File: src/rtl/core/fih_pkg.sv
`default_nettype none

package fih_pkg;

  // Table geometry
  localparam int TABLE_SLOTS = 1024;
  localparam int SLOT_W      = $clog2(TABLE_SLOTS);
  localparam int CNT_W       = SLOT_W + 1;
  localparam int KEY_W       = 64;
  localparam int ENTRY_W     = 2 * KEY_W + 1;

  localparam logic [SLOT_W-1:0] SLOT_MASK = SLOT_W'(TABLE_SLOTS - 1);
  localparam logic [CNT_W-1:0]  PROBE_MAX = CNT_W'(TABLE_SLOTS);
  // Insert refused once (count + 1) * 2 reaches the slot count
  localparam logic [CNT_W:0]    LOAD_LIM  = (CNT_W + 1)'((TABLE_SLOTS + 1) / 2);

  // Operation code
  localparam logic OP_INSERT = 1'b1;

  // Hash constants
  localparam logic [KEY_W-1:0] GOLDEN_MUL = 64'h9e37_79b9_7f4a_7c15;
  localparam logic [KEY_W-1:0] MIX_MUL_A  = 64'hbf58_476d_1ce4_e5b9;
  localparam logic [KEY_W-1:0] MIX_MUL_B  = 64'h94d0_49bb_1331_11eb;

  typedef enum logic {
    HS_IDLE,
    HS_RUN
  } hash_state_t;

  typedef enum logic [1:0] {
    PS_CLEAR,
    PS_IDLE,
    PS_CHECK,
    PS_DONE
  } probe_state_t;

  typedef struct packed {
    logic              done;
    logic [SLOT_W-1:0] slot;
  } hash_res_t;

  typedef struct packed {
    logic clearing;
    logic res_valid;
    logic found;
    logic inserted;
    logic full;
  } probe_stat_t;

endpackage

`default_nettype wire

File: src/rtl/core/fih_hash.sv
`default_nettype none

module fih_hash import fih_pkg::*; (
  input  wire logic             clk,
  input  wire logic             rst_n,
  input  wire logic             start,
  input  wire logic [KEY_W-1:0] dev,
  input  wire logic [KEY_W-1:0] ino,
  output hash_res_t             hres
);

  localparam logic [1:0] MUL_GOLD = 2'd0;
  localparam logic [1:0] MUL_A    = 2'd1;
  localparam logic [1:0] STP_LOLO = 2'd0;
  localparam logic [1:0] STP_HILO = 2'd1;
  localparam logic [1:0] STP_LOHI = 2'd2;
  localparam logic [1:0] STP_SUM  = 2'd3;

  hash_state_t       hs_r, hs_nxt;
  logic [1:0]        mul_r, mul_nxt;
  logic [1:0]        stp_r, stp_nxt;
  logic [KEY_W-1:0]  op_r, op_nxt;
  logic [KEY_W-1:0]  ino_r, ino_nxt;
  logic [KEY_W-1:0]  prod_r, prod_nxt;
  logic [KEY_W-1:0]  acc_r, acc_nxt;
  logic              done_r, done_nxt;
  logic [SLOT_W-1:0] slot_r, slot_nxt;

  logic [KEY_W-1:0]  kmul;
  logic [31:0]       a_half;
  logic [31:0]       k_half;
  logic [KEY_W-1:0]  prod;
  logic [KEY_W-1:0]  m;
  logic [KEY_W-1:0]  mx0;
  logic [KEY_W-1:0]  hash;

  // Select the multiplier constant for this round
  always_comb begin
    case (mul_r)
      MUL_GOLD: kmul = GOLDEN_MUL;
      MUL_A:    kmul = MIX_MUL_A;
      default:  kmul = MIX_MUL_B;
    endcase
  end

  // One 32x32 partial product per cycle; only the low 64 bits of each round matter
  assign a_half = (stp_r == STP_HILO) ? op_r[63:32] : op_r[31:0];
  assign k_half = (stp_r == STP_LOHI) ? kmul[63:32] : kmul[31:0];
  assign prod   = {32'b0, a_half} * {32'b0, k_half};

  assign m    = acc_r + prod_r;
  assign mx0  = ino_r ^ m;
  assign hash = m ^ (m >> 31);

  always_ff @(posedge clk) begin
    if (!rst_n) begin
      hs_r   <= HS_IDLE;
      mul_r  <= 2'd0;
      stp_r  <= 2'd0;
      done_r <= 1'b0;
    end else begin
      hs_r   <= hs_nxt;
      mul_r  <= mul_nxt;
      stp_r  <= stp_nxt;
      done_r <= done_nxt;
    end
  end

  always_ff @(posedge clk) begin
    op_r   <= op_nxt;
    ino_r  <= ino_nxt;
    prod_r <= prod_nxt;
    acc_r  <= acc_nxt;
    slot_r <= slot_nxt;
  end

  // Sequence three rounds of four steps each
  always_comb begin
    hs_nxt   = hs_r;
    mul_nxt  = mul_r;
    stp_nxt  = stp_r;
    op_nxt   = op_r;
    ino_nxt  = ino_r;
    prod_nxt = prod_r;
    acc_nxt  = acc_r;
    done_nxt = 1'b0;
    slot_nxt = slot_r;
    case (hs_r)
      HS_IDLE: begin
        if (start) begin
          hs_nxt  = HS_RUN;
          mul_nxt = MUL_GOLD;
          stp_nxt = STP_LOLO;
          op_nxt  = dev;
          ino_nxt = ino;
        end
      end
      HS_RUN: begin
        stp_nxt = stp_r + 2'd1;
        case (stp_r)
          STP_LOLO: begin
            prod_nxt = prod;
          end
          STP_HILO: begin
            acc_nxt  = prod_r;
            prod_nxt = {prod[31:0], 32'b0};
          end
          STP_LOHI: begin
            acc_nxt  = acc_r + prod_r;
            prod_nxt = {prod[31:0], 32'b0};
          end
          STP_SUM: begin
            // Round finished: apply the xor-shift and feed the next round, or after the last round register the slot
            mul_nxt = mul_r + 2'd1;
            case (mul_r)
              MUL_GOLD: op_nxt = mx0 ^ (mx0 >> 30);
              MUL_A:    op_nxt = m ^ (m >> 27);
              default: begin
                hs_nxt   = HS_IDLE;
                done_nxt = 1'b1;
                slot_nxt = hash[SLOT_W-1:0] & SLOT_MASK;
              end
            endcase
          end
          default: stp_nxt = STP_LOLO;
        endcase
      end
      default: hs_nxt = HS_IDLE;
    endcase
  end

  assign hres.done = done_r;
  assign hres.slot = slot_r;

endmodule

`default_nettype wire

File: config.mk
export PLATFORM = sky130hd
export DESIGN_NAME = fih_hash
export DESIGN_NICKNAME = d
export VERILOG_FILES = /design/src/rtl/core/fih_pkg.sv /design/src/rtl/core/fih_hash.sv
export SDC_FILE = /design/constraint.sdc
export NUM_CORES = 2
export LEC_CHECK = 0
export ABC_CLOCK_PERIOD_IN_PS = 24700
export BUFFER_PORTS_ARGS = -buffer_cell sky130_fd_sc_hd__buf_2
export CAP_MARGIN = 40
export CORE_ASPECT_RATIO = 0.75
export CORE_UTILIZATION = 35
export CTS_BUF_LIST = sky130_fd_sc_hd__clkbuf_4
export DETAILED_ROUTE_END_ITERATION = 10
export GPL_TIMING_DRIVEN = 0
export PLACE_DENSITY_LB_ADDON = 0.1
export RECOVER_POWER = 50
export REMOVE_ABC_BUFFERS = 1
export SETUP_SLACK_MARGIN = 0.3
export SYNTH_ARGS = -nofsm -noshare
export SYNTH_HDL_FRONTEND = slang
export SYNTH_SLANG_ARGS = --single-unit
File: constraint.sdc
create_clock -name clk -period 24.7 [get_ports clk]
set_input_delay 7.41 -clock clk [delete_from_list [all_inputs] [get_ports clk]]
set_output_delay 7.41 -clock clk [all_outputs]
set_load 0.005 [all_outputs]
* Yosys cells after proc, flatten, opt, wreduce, memory -nomap -nowiden
Index checks and enable logic that the tools add are counted.
** Storage, ports and cells
- Flip-flop bits (word level) :: 272
- Logic and storage cells :: 57
- Bits of input ports :: 131
- Output and inout bits :: 11
** Cells by class
- Add/sub/neg operators :: 3
- Mux-type cells :: 18
- Multiply operators :: 1
- Equality and inequality tests :: 7
- Bitwise gates (word level) :: 6
- Reduce and logical (&&, ||, !) cells :: 13
** Operator list (count)
- $pmux W64 S2 :: 4
- $mux W64 :: 2
- $pmux W62 S2 :: 1
- $add A64 B64 Y64 :: 1
- $mul A32 B32 Y64 :: 1
- $mux W32 :: 2
- $xor A64 B34 Y64 :: 1
- $xor A64 B37 Y64 :: 1
- $xor A64 B64 Y64 :: 1
- $xor A10 B10 Y10 :: 1
- $reduce_and A3 Y1 :: 3
- $pmux W2 S2 :: 2
- $reduce_and A2 Y1 :: 4
- $add A2 B1 Y2 const B :: 2
- $eq A2 B1 Y1 const B :: 2
- $eq A2 B2 Y1 const B :: 2
- $logic_not A2 Y1 :: 2
- $mux W1 :: 4
- $mux W2 :: 2
- $reduce_bool A2 Y1 :: 2
- $reduce_or A2 Y1 :: 2
- $ne A3 B1 Y1 const B :: 1
- $ne A2 B1 Y1 const B :: 1
- $ne A2 B2 Y1 const B :: 1
- other kinds (2) :: 3

* Longest topological paths before layout
- Depth in word-level cells :: 6
- Gate-level depth with buffers :: 37
- Gate-level depth less buffers :: 34

* Worst setup path after synthesis
No wires, ideal clock.
- Path kind :: in2reg
- From :: input start
- To :: register op_r[0], enable pin
- Buffers on the path :: 0
- Arrival :: 12.120 ns
- Cell stages on the path :: 2
- Path slack :: 12.081 ns
- Setup time :: 0.499 ns
- Data required time :: 24.201 ns
- Cells stage by stage :: nor2b_1 o21bai_1
** On the way
- Word-level cells in the longest chain between the ends :: 2
** RTL lines
- from (decl) :: line fih_hash.sv:6 : input wire logic start,
- $ne A2 B2 Y1 (no source line)
- $reduce_and A3 Y1 (no source line)
- to (signal assigned) :: line fih_hash.sv:70 : op_r <= op_nxt;
- to (decl) :: line fih_hash.sv:22 : logic [KEY_W-1:0] op_r, op_nxt;
No other way between the ends.
A chain may end at the register's enable or synchronous reset.

* Final worst setup path
- From :: register mul_r[1]
- To :: register prod_r[63] (data pin)
** On the way
- Word-level cells in the longest chain between the ends :: 5
- Elaborated cells between the ends (all ways) :: 6
- Those cells by class :: mul (1); eq/ne (1); mux (3); reduce/logical (1)
** RTL lines
- from (decl) :: line fih_hash.sv:20 : logic [1:0] mul_r, mul_nxt;
- from (signal assigned) :: line fih_hash.sv:63 : mul_r <= mul_nxt;
- $eq A2 B1 Y1 / $logic_not A2 Y1 (equally long branches) :: line fih_hash.sv:39 : case (mul_r)
- $pmux W62 S2 (*) :: line fih_hash.sv:39
- $mux W32 (*) :: line fih_hash.sv:48 : assign k_half = (stp_r == STP_LOHI) ? kmul[63:32] : kmul[31:0];
- $mul A32 B32 Y64 (*) :: line fih_hash.sv:49 : assign prod = {32'b0, a_half} * {32'b0, k_half};
- $pmux W64 S2 (*) :: line fih_hash.sv:100 : case (stp_r)
- to (signal assigned) :: line fih_hash.sv:72 : prod_r <= prod_nxt;
- to (decl) :: line fih_hash.sv:24 : logic [KEY_W-1:0] prod_r, prod_nxt;
Every way passes the cells marked *; elsewhere a longest branch is shown, timed or not.

==> out/metrics.csv <==
stage;metric;value;unit
sta;rsz0062_at_grt;false;
logic_synthesis;ys_seq_area_share;16.3;%
sta;relSlewSlack;-154;%
floorplan;fp.coreArea;0.141;mm2
setup_path;crit_path_start_kind;flip-flop;
finish;area_growth;9.28;%
floorplan;rows;119;
setup_path;arrival;17.53;ns
setup_path;max_stage_delay;2.71;ns
logic_synthesis;synthFlopType;edfxtp_1;
logic_synthesis;ys_ff_latch;272;
logic_synthesis;synth.top_cell.area_share;36.2;%
detailed_routing;ant_nets;0;
run_status;violations;design-rule violations, max-capacitance violations, max-slew violations;
cts;worstSkewPairLatency;0.83;ns
place;post-place-ws;12.33;ns
logic_synthesis;yosysWarnings;0;
cts;hold_buffers;0;
logic_synthesis;postSynthAreaPerCell;9.30;um2
place;dp.cells;7195;
detailed_routing;met3_length;19500;um
detailed_routing;drt_iter0_drc;4165;
cts;clockBufferDepth;3;
finish;layoutNonFillerInstCount;7321;
detailed_routing;vias_per_cell;5.35;
run;drv_cap;10;
setup_path;crit_slowest_cell;clkbuf_1;
sta;setup_ws;7.70;ns
detailed_routing;top_layer;met5;
floorplan;die_area;0.143;mm2
grt;grt_pass1_vias;38869;
cts;ctsRootBufferMaster;clkbuf_4;
detailed_routing;first_pass_iters;8;
sta;fmax;58.8;MHz
cts;cts_setup_buffers;0;
grt;globalRouteTotalUtil;27.6;%
detailed_routing;met1Wirelength;97500;um
floorplan;die_w;437;um
setup_path;crit_fanout;55;
grt;globalRouteOverflowTotal;0;
logic_synthesis;synth_edf_count;266;
detailed_routing;wl_met2;75700;um
floorplan;initial_core_util;35.3;%
detailed_routing;wl_per_cell;26.8;um
run_status;status;finished, violations left;
place;io_buffers;141;
place;gp_congestion;0.949;
sta;hold_viol;0;
setup_path;setup.worst_path.end_class;flip-flop;
logic_synthesis;yosys-top-cells-area;fa_1 36%, edfxtp_1 16%, inv_1 8.5%;
sta;setup_tns;0;ns
logic_synthesis;synth_cells;5339;
finish;drive_gt1_share;9.19;%
sta;maxSlewViolCount;335;
sta;fin_crit_sh;68.8;%
cts;cts_buffers;66;
logic_synthesis;synth.distinct_cells;95;
logic_synthesis;yosysMostFrequentCell;inv_1;
min_path;min_path_type;flip-flop to flip-flop;
floorplan;pin_count;142;
grt;grt_pass1_wl;284000;um
logic_synthesis;yosys.area.top_type;fa_1;
finish;nNetsFinal;6753;
logic_synthesis;async_flop_share;0;%
cts;cts.sinks;272;
grt;antenna_found_initial;24;
logic_synthesis;syn_area;0.0496;mm2
detailed_routing;drc_errors;16;
cts;cts_tree;done;
cts;postCtsResizedCells;0;
sta;worstMarginPinSlew;3.81;ns
setup_path;critPathKind;flip-flop to flip-flop;
cts;cts.htree.levels;3;
setup_path;worst_ep_required_time;25.23;ns
grt;grt_max_degree;66;
sta;finClkSkew;0.0539;ns
detailed_routing;drt-total-wl;196000;um
sta;finalSetupViolations;0;
cts;path_clk_slew;0.08;ns
sta;fin_crit;17.00;ns
detailed_routing;vias;39153;
logic_synthesis;synth_common_cells;1,119 x inv_1, 897 x fa_1, 588 x nand2_1;
floorplan;die_h;328;um
place;dp_hpwl;166000;um
-- layout make-up --
type | instances | area [um2]
multi-input cells | 3683 | 36500
diodes | 5 | 12.5
flip-flops and latches | 272 | 8110
inverters | 1128 | 4240
fillers | 14442 | 86300
repair buffers | 240 | 2200
clock inverters | 24 | 199
well taps | 1875 | 2350
clock buffers | 94 | 706
-- per-layer routing --
layer / vias to the layer above / global-route usage [%]
met5: - / 0
met4: 2 / 4.93
met3: 188 / 6.04
met2: 1690 / 36.5
met1: 20364 / 45.2
li1: 16909 / -
-- through the flow --
step	area, um2	hold slack, ns	util [%]
CTS	54500	0.584	38.8
finish	54300	0.583	38.6
floorplan	48700	0.518	-
global placement	51700	0.555	36.8
global route	54200	0.606	38.6
detailed placement	53600	0.561	38.1
-- placed cells by master, fill, tap and decap left out, types with 14 or more instances in the layout --
cell type	Yosys	final
a211oi_1	17	19
a21o_1	82	82
a21oi_1	213	206
a31oi_1	23	23
and2_1	46	42
and3_1	34	34
buf_12	0	14
buf_16	0	23
buf_2	12	143
buf_4	2	25
buf_8	0	16
clkbuf_4	0	94
clkinv_1	7	20
edfxtp_1	266	266
fa_1	897	897
ha_1	334	333
inv_1	1119	1118
mux2_2	108	108
mux2i_1	24	19
nand2_1	588	587
nand2b_1	17	16
nand3_1	52	52
nand4_1	42	42
nor2_1	505	502
nor2b_1	36	35
nor3_1	35	36
nor4_1	21	21
o211ai_1	19	19
o21a_1	14	14
o21ai_0	109	106
o21ai_1	22	17
o21bai_1	27	26
or3_1	16	16
xnor2_1	155	156
xor2_1	58	58
-- logic make-up (layout without fill, tap and decap cells) --
kind of cell / count (synthesis) / count (layout) / share of synthesized area (%)
AO/OA/AOI/OAI: 663 / 663 / 8.79
XOR/XNOR: 227 / 227 / 4.38
adder cells (fa/ha/maj): 1231 / 1231 / 44.6
buffers and inverters: 1384 / 1486 / 10.5
flip-flops: 272 / 272 / 16.3
multiplexers: 132 / 132 / 2.93
other: 0 / 5 / 0
AND/OR/NAND/NOR: 1430 / 1430 / 12.5
-- registers in the layout, indices dropped and copies added, names as in the netlist --
name,flops
prod_r,64
ino_r,64
op_r,64
stp_r,2
slot_r,10
mul_r,2
hs_r,1
acc_r,64
done_r,1
-- critical path, delay by kind of cell, from the launching register on --
family | cells | cell delay (ns)
adders and majority gates | 10 | 5.65
buffers and inverters | 10 | 4.58
DFF | 1 | 0.41
AOI/OAI and AO/OA | 7 | 3.38
and+or+nand+nor | 7 | 2.64
-- worst paths after layout --
path / start / end / slack [ns] / cells past startpoint
worst max-delay path: mul_r[1] / prod_r[63] / 7.70 / 34
worst min register to register: prod_r[14] / acc_r[14] / 0.58 / 2
worst min-delay path: prod_r[14] / acc_r[14] / 0.58 / 2
worst max register to register: mul_r[1] / prod_r[63] / 7.70 / 34
Power is left out: the tool's default activity adds up to more than one toggle a clock period on the data nets, which glitch-free logic cannot reach.
